File: src/design/nls_pkg.sv
// Shared types, constants, character-class helpers and step functions for the numeric literal scanner.
package nls_pkg;

  localparam int MAX_LEN = 255;
  localparam int LEN_LIMIT = (MAX_LEN < 255) ? MAX_LEN : 255;
  localparam int CHAR_W = 8;
  localparam int LEN_W = 8;
  localparam int STATUS_W = 2;
  localparam int MODE_W = 2;
  localparam int MODE_SLASH_BIT = 0;
  localparam int MODE_IMAG_BIT = 1;

  typedef enum logic [3:0] {
    PH_IDLE     = 4'd0,
    PH_BEGIN    = 4'd1,
    PH_AFTSIGN  = 4'd2,
    PH_ZERO     = 4'd3,
    PH_HEX      = 4'd4,
    PH_BIN      = 4'd5,
    PH_OCT      = 4'd6,
    PH_DECINT   = 4'd7,
    PH_FRAC     = 4'd8,
    PH_POINT    = 4'd9,
    PH_EXP      = 4'd10,
    PH_EXPSIGN  = 4'd11,
    PH_EXPDIG   = 4'd12,
    PH_SUFFIX   = 4'd13
  } phase_t;

  typedef enum logic [1:0] {
    ST_OK       = 2'd0,
    ST_ILLEGAL  = 2'd1,
    ST_TOO_LONG = 2'd2
  } status_t;

  // What one character does to the scan before the suffix is resolved.
  typedef enum logic [2:0] {
    ACT_NONE,
    ACT_TAKE,
    ACT_ILLEGAL,
    ACT_BODY_END,
    ACT_FINISH
  } act_t;

  typedef struct packed {
    act_t   act;
    phase_t nxt;
  } step_t;

  function automatic logic is_digit(input logic [CHAR_W-1:0] c);
    return (c >= "0") && (c <= "9");
  endfunction

  function automatic logic is_sign(input logic [CHAR_W-1:0] c);
    return (c == "+") || (c == "-");
  endfunction

  function automatic logic is_letter(input logic [CHAR_W-1:0] c);
    return ((c >= "a") && (c <= "z")) || ((c >= "A") && (c <= "Z"));
  endfunction

  function automatic logic is_hex(input logic [CHAR_W-1:0] c);
    return is_digit(c) || ((c >= "a") && (c <= "f")) || ((c >= "A") && (c <= "F"));
  endfunction

  function automatic logic is_exp(input logic [CHAR_W-1:0] c);
    return (c == "e") || (c == "E");
  endfunction

  // Integer part of a decimal literal: digits, fraction slash, point or exponent.
  function automatic step_t dec_int_step(input logic [CHAR_W-1:0] c, input logic slash);
    step_t s;
    s.act = ACT_TAKE;
    s.nxt = PH_DECINT;
    if (is_digit(c)) begin
      s.nxt = PH_DECINT;
    end else if ((c == "/") && slash) begin
      s.nxt = PH_FRAC;
    end else if (c == ".") begin
      s.nxt = PH_POINT;
    end else if (is_exp(c)) begin
      s.nxt = PH_EXP;
    end else begin
      s.act = ACT_BODY_END;
    end
    return s;
  endfunction

  // After a leading sign, or at the start when no sign came.
  function automatic step_t after_sign_step(input logic [CHAR_W-1:0] c, input logic slash);
    step_t s;
    if (is_sign(c)) begin
      s.act = ACT_ILLEGAL;
      s.nxt = PH_IDLE;
    end else if (c == "0") begin
      s.act = ACT_TAKE;
      s.nxt = PH_ZERO;
    end else begin
      s = dec_int_step(c, slash);
    end
    return s;
  endfunction

endpackage

File: src/design/numeric_literal_scanner_core.sv
// Top level of the numeric literal scanner: input register, phase step and result register.
//
// Usage: characters of a string arrive one per item on the in_ channel
// (in_char_in, in_start_req, in_mode_flags). An item with in_start_req high
// begins a new scan and latches in_mode_flags: bit 0 allows slash fractions,
// bit 1 allows an i suffix. Characters that arrive while no scan is open are
// dropped without a result. When the literal ends, at its terminator, on a
// doubled sign, or when it grows beyond the length limit, one item appears on
// the out_ channel with out_status (0 valid, 1 illegal, 2 too long) and
// out_length (zero unless the status is valid).
// A result is computed from the character in the input register and held in the
// result register. Throughput: one character per cycle while no result stalls,
// set by the single phase update between the input register and the result
// register. Reset (rst_n low, synchronous) empties both registers and returns the
// scan to idle. When the receiver stalls with a result pending, the character in
// the input register waits, and in_ready drops once that register is full.
module numeric_literal_scanner_core (
  input  logic                           clk,
  input  logic                           rst_n,
  input  logic                           in_valid,
  output logic                           in_ready,
  input  logic [nls_pkg::CHAR_W-1:0]     in_char_in,
  input  logic                           in_start_req,
  input  logic [nls_pkg::MODE_W-1:0]     in_mode_flags,
  output logic                           out_valid,
  input  logic                           out_ready,
  output logic [nls_pkg::STATUS_W-1:0]   out_status,
  output logic [nls_pkg::LEN_W-1:0]      out_length
);

  // Input register: one character waiting for the phase step.
  logic                         in_v_r;
  logic [nls_pkg::CHAR_W-1:0]   char_r;
  logic                         start_r;
  logic [nls_pkg::MODE_W-1:0]   flags_r;

  // Scan state.
  nls_pkg::phase_t              phase_r, phase_nxt;
  logic [nls_pkg::LEN_W-1:0]    count_r, count_nxt;
  logic [nls_pkg::MODE_W-1:0]   mode_r, mode_nxt;

  // Result register.
  logic                         out_v_r;
  nls_pkg::status_t             status_r, status_nxt;
  logic [nls_pkg::LEN_W-1:0]    length_r, length_nxt;
  logic                         emit;

  logic                         fire;
  logic                         out_free;

  // The step runs only when the result register can take whatever it makes.
  assign out_free = !out_v_r || out_ready;
  assign fire     = in_v_r && out_free;
  assign in_ready = !in_v_r || fire;

  always_ff @(posedge clk) begin
    if (!rst_n) begin
      in_v_r <= 1'b0;
    end else if (in_ready) begin
      in_v_r <= in_valid;
    end
    if (in_ready && in_valid) begin
      char_r  <= in_char_in;
      start_r <= in_start_req;
      flags_r <= in_mode_flags;
    end
  end

  // Phase step for the character in the input register.
  always_comb begin
    nls_pkg::phase_t                   ph;
    logic [nls_pkg::LEN_W-1:0]         cnt;
    logic [nls_pkg::MODE_W-1:0]        md;
    logic                              slash;
    logic                              imag;
    logic                              bad_term;
    logic [nls_pkg::LEN_W:0]           cnt_inc;
    nls_pkg::step_t                    s;

    // A start resets the scan before this character is looked at.
    ph    = start_r ? nls_pkg::PH_BEGIN : phase_r;
    cnt   = start_r ? '0 : count_r;
    md    = start_r ? flags_r : mode_r;
    slash = md[nls_pkg::MODE_SLASH_BIT];
    imag  = md[nls_pkg::MODE_IMAG_BIT];

    s.act = nls_pkg::ACT_NONE;
    s.nxt = nls_pkg::PH_IDLE;
    case (ph)
      nls_pkg::PH_BEGIN: begin
        if (nls_pkg::is_sign(char_r)) begin
          s.act = nls_pkg::ACT_TAKE;
          s.nxt = nls_pkg::PH_AFTSIGN;
        end else begin
          s = nls_pkg::after_sign_step(char_r, slash);
        end
      end
      nls_pkg::PH_AFTSIGN: s = nls_pkg::after_sign_step(char_r, slash);
      nls_pkg::PH_ZERO: begin
        if ((char_r == "x") || (char_r == "X")) begin
          s.act = nls_pkg::ACT_TAKE;
          s.nxt = nls_pkg::PH_HEX;
        end else if ((char_r == "b") || (char_r == "B")) begin
          s.act = nls_pkg::ACT_TAKE;
          s.nxt = nls_pkg::PH_BIN;
        end else if (nls_pkg::is_digit(char_r)) begin
          // A zero followed by 8 or 9 ends the body at that digit.
          s.act = (char_r <= "7") ? nls_pkg::ACT_TAKE : nls_pkg::ACT_BODY_END;
          s.nxt = nls_pkg::PH_OCT;
        end else begin
          s = nls_pkg::dec_int_step(char_r, slash);
        end
      end
      nls_pkg::PH_HEX: begin
        s.act = nls_pkg::is_hex(char_r) ? nls_pkg::ACT_TAKE : nls_pkg::ACT_BODY_END;
        s.nxt = nls_pkg::PH_HEX;
      end
      nls_pkg::PH_BIN: begin
        s.act = ((char_r == "0") || (char_r == "1")) ? nls_pkg::ACT_TAKE
                                                     : nls_pkg::ACT_BODY_END;
        s.nxt = nls_pkg::PH_BIN;
      end
      nls_pkg::PH_OCT: begin
        s.act = ((char_r >= "0") && (char_r <= "7")) ? nls_pkg::ACT_TAKE
                                                     : nls_pkg::ACT_BODY_END;
        s.nxt = nls_pkg::PH_OCT;
      end
      nls_pkg::PH_DECINT: s = nls_pkg::dec_int_step(char_r, slash);
      nls_pkg::PH_FRAC: begin
        s.act = nls_pkg::is_digit(char_r) ? nls_pkg::ACT_TAKE : nls_pkg::ACT_BODY_END;
        s.nxt = nls_pkg::PH_FRAC;
      end
      nls_pkg::PH_POINT: begin
        s.act = nls_pkg::ACT_TAKE;
        if (nls_pkg::is_digit(char_r)) begin
          s.nxt = nls_pkg::PH_POINT;
        end else if (nls_pkg::is_exp(char_r)) begin
          s.nxt = nls_pkg::PH_EXP;
        end else begin
          s.act = nls_pkg::ACT_BODY_END;
        end
      end
      nls_pkg::PH_EXP: begin
        s.act = nls_pkg::ACT_TAKE;
        if (nls_pkg::is_sign(char_r)) begin
          s.nxt = nls_pkg::PH_EXPSIGN;
        end else if (nls_pkg::is_digit(char_r)) begin
          s.nxt = nls_pkg::PH_EXPDIG;
        end else begin
          s.act = nls_pkg::ACT_BODY_END;
        end
      end
      nls_pkg::PH_EXPSIGN: begin
        s.act = nls_pkg::ACT_TAKE;
        s.nxt = nls_pkg::PH_EXPDIG;
        if (nls_pkg::is_sign(char_r)) begin
          s.act = nls_pkg::ACT_ILLEGAL;
        end else if (!nls_pkg::is_digit(char_r)) begin
          s.act = nls_pkg::ACT_BODY_END;
        end
      end
      nls_pkg::PH_EXPDIG: begin
        s.act = nls_pkg::is_digit(char_r) ? nls_pkg::ACT_TAKE : nls_pkg::ACT_BODY_END;
        s.nxt = nls_pkg::PH_EXPDIG;
      end
      nls_pkg::PH_SUFFIX: s.act = nls_pkg::ACT_FINISH;
      default: s.act = nls_pkg::ACT_NONE;
    endcase

    // The end of the body takes an i suffix when allowed, else it terminates.
    if (s.act == nls_pkg::ACT_BODY_END) begin
      if (((char_r == "i") || (char_r == "I")) && imag) begin
        s.act = nls_pkg::ACT_TAKE;
        s.nxt = nls_pkg::PH_SUFFIX;
      end else begin
        s.act = nls_pkg::ACT_FINISH;
      end
    end

    bad_term = (char_r == ".") || nls_pkg::is_digit(char_r) ||
               nls_pkg::is_letter(char_r) || ((char_r == "/") && slash);
    cnt_inc  = {1'b0, cnt} + {{nls_pkg::LEN_W{1'b0}}, 1'b1};

    phase_nxt  = nls_pkg::PH_IDLE;
    count_nxt  = cnt;
    mode_nxt   = md;
    emit       = 1'b0;
    status_nxt = nls_pkg::ST_OK;
    length_nxt = '0;
    case (s.act)
      nls_pkg::ACT_TAKE: begin
        if (cnt_inc > (nls_pkg::LEN_W + 1)'(nls_pkg::LEN_LIMIT)) begin
          count_nxt  = '0;
          emit       = 1'b1;
          status_nxt = nls_pkg::ST_TOO_LONG;
        end else begin
          count_nxt = cnt_inc[nls_pkg::LEN_W-1:0];
          phase_nxt = s.nxt;
        end
      end
      nls_pkg::ACT_ILLEGAL: begin
        emit       = 1'b1;
        status_nxt = nls_pkg::ST_ILLEGAL;
      end
      nls_pkg::ACT_FINISH: begin
        emit = 1'b1;
        if (bad_term) begin
          status_nxt = nls_pkg::ST_ILLEGAL;
        end else begin
          length_nxt = cnt;
        end
      end
      default: begin
        // A character outside any scan leaves everything as it was.
        phase_nxt = ph;
      end
    endcase
  end

  always_ff @(posedge clk) begin
    if (!rst_n) begin
      phase_r <= nls_pkg::PH_IDLE;
      count_r <= '0;
      mode_r  <= '0;
      out_v_r <= 1'b0;
    end else begin
      if (fire) begin
        phase_r <= phase_nxt;
        count_r <= count_nxt;
        mode_r  <= mode_nxt;
      end
      if (fire && emit) begin
        out_v_r <= 1'b1;
      end else if (out_ready) begin
        out_v_r <= 1'b0;
      end
    end
    if (fire && emit) begin
      status_r <= status_nxt;
      length_r <= length_nxt;
    end
  end

  assign out_valid  = out_v_r;
  assign out_status = status_r;
  assign out_length = length_r;

endmodule

File: config.mk
export PLATFORM = sky130hd
export DESIGN_NAME = numeric_literal_scanner_core
export DESIGN_NICKNAME = d
export VERILOG_FILES = /design/src/design/nls_pkg.sv /design/src/design/numeric_literal_scanner_core.sv
export SDC_FILE = /design/constraint.sdc
export NUM_CORES = 1
export LEC_CHECK = 0
export ABC_AREA = 0
export BUFFER_PORTS_ARGS = -buffer_cell sky130_fd_sc_hd__buf_2
export CAP_MARGIN = 0
export CORE_MARGIN = 10
export CORE_UTILIZATION = 25
export CTS_BUF_LIST = sky130_fd_sc_hd__clkbuf_16
export CTS_CLUSTER_DIAMETER = 50
export CTS_CLUSTER_SIZE = 14
export DETAILED_ROUTE_END_ITERATION = 7
export PLACE_DENSITY = 0.45
export SYNTH_ARGS = -nofsm -noshare
export SYNTH_HDL_FRONTEND = slang
export SYNTH_SLANG_ARGS = --single-unit
File: constraint.sdc
create_clock -name clk -period 7.1 [get_ports clk]
set_clock_uncertainty 0.2 [all_clocks]
set_input_delay 0.355 -clock clk [delete_from_list [all_inputs] [get_ports clk]]
set_output_delay 0.355 -clock clk [all_outputs]
set_load 0.02 [all_outputs]
==> results of run 1 <==
## worst register-to-register path: cells and delay by family (launching register included)
kind	cells	cell delay (ns)
AO/OA/AOI/OAI	3	1.47
adder cells (fa/ha/maj)	1	0.34
buffers and inverters	2	0.45
flip-flops	1	0.35
AND/OR/NAND/NOR	5	0.54
## cell usage after synthesis, types with 2 or more instances
cell type	instances	area, µm²
o21a_1	5	37.5
or3_1	4	25.0
a32oi_1	2	17.5
a211oi_1	5	37.5
nand4_1	7	43.8
ha_1	2	25.0
clkbuf_1	6	22.5
a31oi_1	3	18.8
nor3b_1	2	15.0
mux2i_1	3	30.0
nand3_1	7	35.0
o211ai_1	3	22.5
o21ai_0	18	90.1
nor2_1	27	101
and2_1	9	56.3
xnor2_1	2	17.5
dfxtp_1	16	320
o221a_2	2	22.5
a2111oi_0	2	17.5
inv_1	11	41.3
a21oi_1	22	110
o22ai_1	2	12.5
edfxtp_1	21	631
nand3b_1	2	15.0
buf_2	6	30.0
a311oi_1	5	43.8
nor3_1	11	55.1
a21o_1	3	22.5
or3b_1	3	26.3
nand2b_1	6	37.5
nor2b_1	11	68.8
o21ai_1	3	15.0
nand2_1	26	97.6
xor2_1	2	17.5
o31ai_1	4	30.0
and3_1	4	25.0
## registers in the layout, indices dropped and copies added, names as in the netlist
| name | flops |
|---|---|
| mode_r | 2 |
| count_r | 8 |
| flags_r | 2 |
| out_status | 2 |
| char_r | 8 |
| phase_r | 4 |
| start_r | 1 |
| out_valid | 1 |
| in_v_r | 1 |
| out_length | 8 |
## path summary, 6_finish.rpt
check / startpoint / cells after the start / slack (ns) / endpoint
setup / recovery: start_r / 11 / 3.38 / out_length[3]
hold / removal: in_char_in[5] / 1 / 0.05 / char_r[5]
hold reg to reg: mode_r[1] / 2 / 0.26 / mode_r[1]
setup reg to reg: start_r / 11 / 3.38 / out_length[3]
## per-stage QoR
stage               power, mW  instance area [µm²]  setup WS, ns  instances
finish                  0.584                 2890          3.38        445
CTS                     0.592                 2890          3.37        445
global route            0.619                 2890          3.07        445
floorplan               0.310                 2480          3.75        291
detailed placement      0.333                 2720          3.42        437
global placement        0.334                 2720          3.52        437
## cells by family (layout without fill, tap and decap cells)
family | Yosys count | count (layout) | share of synthesized area [%]
simple gates | 128 | 128 | 27.7
compound gates | 92 | 92 | 26.1
flops | 37 | 37 | 38.3
buf+inv | 25 | 46 | 4.23
xor+xnor | 4 | 4 | 1.41
mux | 3 | 3 | 1.21
fa+ha+maj | 2 | 2 | 1.01
## cells in the final DEF, fill, tap and decap left out, types with 3 or more instances in the layout
cell type / instances
a211oi_1: 5
a21o_1: 3
a21oi_1: 22
a311oi_1: 5
a31oi_1: 3
and2_1: 9
and3_1: 4
buf_2: 26
clkbuf_16: 5
dfxtp_1: 16
edfxtp_1: 21
inv_1: 11
mux2i_1: 3
nand2_1: 26
nand2b_1: 6
nand3_1: 7
nand4_1: 7
nor2_1: 27
nor2b_1: 11
nor3_1: 11
o211ai_1: 3
o21a_1: 5
o21ai_0: 18
o21ai_1: 3
o31ai_1: 4
or3_1: 4
or3b_1: 3
## metal layers
metal	share of wire (%)	routed length (µm)
met5	0	0
met4	1.5	103
met3	4.8	322
met2	43	2880
met1	51	3450
## power by group
group	internal, mW	switching, mW
sequential	0.238	0.0138
combinational	0.0273	0.0509
clock	0.166	0.0884
## cell type report
cell class	instances	area share, %
inverter	11	1.43
sequential	37	32.9
clock buffer	5	4.33
clock inverter	3	1.51
tap	133	5.76
timing repair buffer	27	4.76
multi-input combinational	229	49.3
==> flow_summary_export.csv, run 1 <==
group,metric,value,unit
critical_path,crit_type,"reg2reg",
yosys,syn_nets,308,
outcome,result_of_the_run,"finished, final reports clean",
clock_network,cts_buffer_depth,2,
placed_design,place.detailed.hpwl,5.12,mm
yosys,ys.flop_type,"edfxtp_1",
timing,period_needed,3.72,ns
global_route,grt_first_pass_wirelength,11.5,mm
clock_network,cts.reportedPaths.clkPinSlew,0.06,ns
pwr,peakVddDrop,0.0000803,V
route,vias_per_cell,5.13,
finish,postLayoutCoreUtil,29.7,%
critical_path,crit_path_max_fanout,24,
timing,maxSlewViolCount,0,
critical_path,critical-path-slowest-cell,"a21oi_1",
route,remaining_number_of_nets_flagged_by_the_antenna_check_after_routing,0,
global_route,grt_util_met2,14.1,%
placed_design,gp_routability_congestion,0.942,
floorplanning,die_height,120,µm
route,total_drc_errors_in_the_routed_layout,0,
global_route,grt_use_met3,1.73,%
timing,slew_headroom,39.8,%
yosys,post_synth_cell_types,60,
route,routed_wirelength,6.76,mm
critical_path,crit_path_start_kind,"register",
finish,final_net_count,328,
route,detail_route.first_pass.iterations,4,
floorplanning,initial_core_utilization,25.5,%
critical_path,worstPathRequired,6.81,ns
clock_network,cts_max_level,2,
critical_path,path_cells,"buf_4, inv_1, nand2_1, ha_1, nor2_1, nand4_1, a2111oi_1, o211ai_1, nor2_1, nor2_1, a21oi_1",
route,detailroute.via_count,2283,
timing,fin_crit_sh,52.4,%
timing,tns,0,ns
global_route,globalRoute.totalOverflow,0,
finish,regArea,951,µm²
floorplanning,io_pins,27,
clock_network,skew_pair_late_insertion_delay,0.28,ns
clock_network,clock_sinks,37,
global_route,antenna_found_initial,0,
critical_path,critical-path-top-delay-family,"compound AO/OA/AOI/OAI gates",
global_route,grt.met1_usage,13.7,%
clock_network,root_cell_of_the_clock_tree,"clkbuf_16",
yosys,post_synth.cell_area_avg,8.53,µm²
global_route,overall_fraction_of_global_route_tracks_in_use,9.63,%
placed_design,port_buffers,26,
yosys,syn_inst,291,
min_path,hold_class,"in2reg",
floorplanning,floorplan.die_area,0.0143,mm²
clock_network,ctsResizeCount,0,
finish,final.fill_count,1084,
timing,timing_hold_violations_final,0,
finish,antenna_cells,0,
critical_path,crit_path_end_kind,"register",
finish,final_layout_size_suffix_gt1_share,14.4,%
global_route,grt_pass1_vias,2266,
clock_network,holdBufCountCts,0,
flow_run,cap_viol_max_count,0,
critical_path,cpMostUsedCell,"nor2_1",
clock_network,cts_buffers,5,
global_route,layer_carrying_the_most_global_route_usage,"met2",
yosys,synth-warning-count,0,
critical_path,critical_path.max_stage_delay,0.72,ns
floorplanning,floorplan.rows,36,
clock_network,cts_tree,"built",
timing,final.hold.worst_slack,0.0466,ns
yosys,yosys_register_bits,37,
timing,fmax,0.269,GHz
yosys,synth.yosys.seq_area_share,38.3,%
yosys,async_reset_ff_share,0,%
yosys,number_of_flops_mapped_to_enable_cells_by_yosys,21,
finish,area_delta_synth_final,16.5,%
global_route,grt_max_degree,25,
timing,worst_pin_slew,0.902,ns
critical_path,crit_arrival,3.42,ns
floorplanning,die_w,120,µm
pwr,power_per_cell_area,202,mW/mm²
yosys,synth.cell_area,0.00248,mm²
timing,report.final.setup_viol,0,
clock_network,cts_setup_buffers,0,
timing,unrepaired_setup_endpoints_after_global_routing,"no",
floorplanning,design.core.area,0.00973,mm²
route,violation_count_after_the_first_detailed_route_iteration,147,
route,wl_cell,15.2,µm
pwr,power.static_leakage,0.970,nW
critical_path,path_buf_inv,2,
finish,multi_input_comb_area,0.00143,mm²
Note: power is estimated with default switching activity, not from simulation.
==> run 2, diff against run 1 <==
- clock period: 7.1 -> 3.6 ns (I/O delays scaled with it)
==> run 2 against run 1 <==
First-iteration DRC count rose by 6.8%. Register-to-register slack got worse by 3.0 ns. Clock power up 97%. Sequential share of layout area shrank 2.6 points. Die area unchanged. Clock-buffer cell count did not move. Via count is 3.4% higher. Worst setup slack worse by 3.0 ns. Fmax rose by 15%.
==> flow_summary_export.csv, run 2 (synthesis results as in run 1) <==
group,metric,value,unit
placed_design,detailed_place.area,0.00284,mm²
finish,area_delta_synth_final,26.3,%
floorplanning,die_height,120,µm
critical_path,crit_path_start_kind,"register",
global_route,grt_max_degree,17,
placed_design,port_buffers,26,
pwr,total_design_power,1.18,mW
clock_network,cts_tree,"built",
timing,worst_pin_slew,0.538,ns
route,wl_cell,15.1,µm
critical_path,worstPathRequired,3.57,ns
timing,timing_hold_violations_final,0,
route,detail_route.first_pass.iterations,6,
route,vias_per_cell,4.99,
placed_design,place.detailed.hpwl,5.42,mm
finish,final_net_count,356,
pwr,power_per_cell_area,378,mW/mm²
floorplanning,initial_core_utilization,25.5,%
critical_path,crit_type,"reg2reg",
floorplanning,die_w,120,µm
global_route,globalRoute.totalOverflow,0,
pwr,power.sequential.fraction,41.8,%
outcome,result_of_the_run,"finished, final reports clean",
global_route,overall_fraction_of_global_route_tracks_in_use,9.93,%
clock_network,skew_pair_late_insertion_delay,0.28,ns
finish,post_route_design_area,0.00314,mm²
critical_path,crit_path_end_kind,"register",
pwr,switching_power,0.311,mW
min_path,hold_class,"in2reg",
floorplanning,design.core.area,0.00973,mm²
critical_path,path_cells,"inv_1, nand2_1, ha_1, nor2_1, nand4_1, a2111oi_1, o211ai_1, buf_4, nor2b_2, a21oi_1, o21ai_0, o221a_2",
pwr,share_clk_of_total_power,42.5,%
timing,final.setup.worst_slack,0.355,ns
route,violation_count_after_the_first_detailed_route_iteration,157,
pwr,power.static_leakage,1.10,nW
floorplanning,floorplan.rows,36,
route,remaining_number_of_nets_flagged_by_the_antenna_check_after_routing,0,
clock_network,cts_buffers,5,
timing,fmax,0.308,GHz
finish,final_layout_size_suffix_gt1_share,18.2,%
timing,slew_headroom,64.1,%
pwr,pwr-share-comb,15.8,%
timing,maxSlewViolCount,0,
clock_network,cts.reportedPaths.clkPinSlew,0.06,ns
finish,postLayoutCoreUtil,32.2,%
global_route,antenna_found_initial,0,
critical_path,crit_path_max_fanout,7,
clock_network,root_cell_of_the_clock_tree,"clkbuf_16",
finish,final.fill_count,1058,
pwr,internal_power,0.874,mW
timing,period_needed,3.25,ns
finish,antenna_cells,0,
clock_network,cts_buffer_depth,2,
timing,fin_crit_sh,90.1,%
clock_network,cts_setup_buffers,0,
global_route,grt_first_pass_wirelength,12.0,mm
finish,multi_input_comb_area,0.00143,mm²
critical_path,critical-path-top-delay-family,"compound AO/OA/AOI/OAI gates",
pwr,netSwitchingFraction,26.2,%
route,detailroute.via_count,2360,
finish,final_cell_mix,"27 x nor2_1, 26 x nand2_1, 26 x buf_2",
finish,layout_commonest_cell,"nor2_1",
timing,tns,0,ns
floorplanning,floorplan.die_area,0.0143,mm²
timing,unrepaired_setup_endpoints_after_global_routing,"no",
placed_design,gp_routability_congestion,0.853,
pwr,peakVddDrop,0.000214,V
timing,final.hold.worst_slack,0.0272,ns
route,routed_wirelength,7.14,mm
placed_design,place_ws,0.201,ns
clock_network,cts_max_level,2,
critical_path,critical-path-slowest-cell,"edfxtp_1",
floorplanning,io_pins,27,
critical_path,path_buf_inv,2,
timing,report.final.setup_viol,0,
critical_path,critical_path.max_stage_delay,0.52,ns
clock_network,clock_sinks,37,
finish,post_layout_nonfiller_instances,473,
critical_path,crit_arrival,3.22,ns
finish,regArea,951,µm²
flow_run,cap_viol_max_count,0,
global_route,grt_pass1_vias,2292,
placed_design,post-place-cells,453,
route,total_drc_errors_in_the_routed_layout,0,
run 2: cell count changes in the layout (fill, tap and decap cells not counted), sizes merged:
cell         delta
dlygate4sd3    +12
buf            +16
run 2: final timing paths:
check	from	to	slack (ns)	depth (start not counted)
max	start_r	phase_r[3]	0.35	12
min	rst_n	count_r[0]	0.03	2
max reg2reg	start_r	phase_r[3]	0.35	12
min reg2reg	mode_r[1]	mode_r[1]	0.26	2
run 2: power by group through the flow:
stage | Combinational [mW] | Clock, mW | Sequential, mW
finish | 0.187 | 0.503 | 0.495
global route | 0.206 | 0.538 | 0.499
CTS | 0.186 | 0.515 | 0.495
detailed placement | 0.175 | 0 | 0.504
global placement | 0.177 | 0 | 0.503
floorplan | 0.114 | 0 | 0.498
run 2: area by class of cell:
type / instances / share of cell area [%]
Clock buffer: 5 / 3.99
Clock inverter: 3 / 1.40
Inverter: 11 / 1.32
Multi-Input combinational cell: 229 / 45.6
Sequential cell: 37 / 30.3
Tap cell: 133 / 5.31
Timing Repair Buffer: 55 / 12.1
run 2: layer usage:
layer  routed length, µm  vias to the layer above  share of wire, %  GRT usage (%)
met1                3670                     1088                51           14.3
li1                    -                     1194                 -              -
met5                   0                        -                 0              0
met3                 356                        6               5.0           1.83
met2                3020                       72                42           14.4
met4                  89                        0               1.2           3.54
run 2: what timing repair did:
action	CTS	global route
endpoints found under the hold margin	12	0
setup endpoints to repair	0	10
hold buffers	12	0
gates resized for setup	0	1
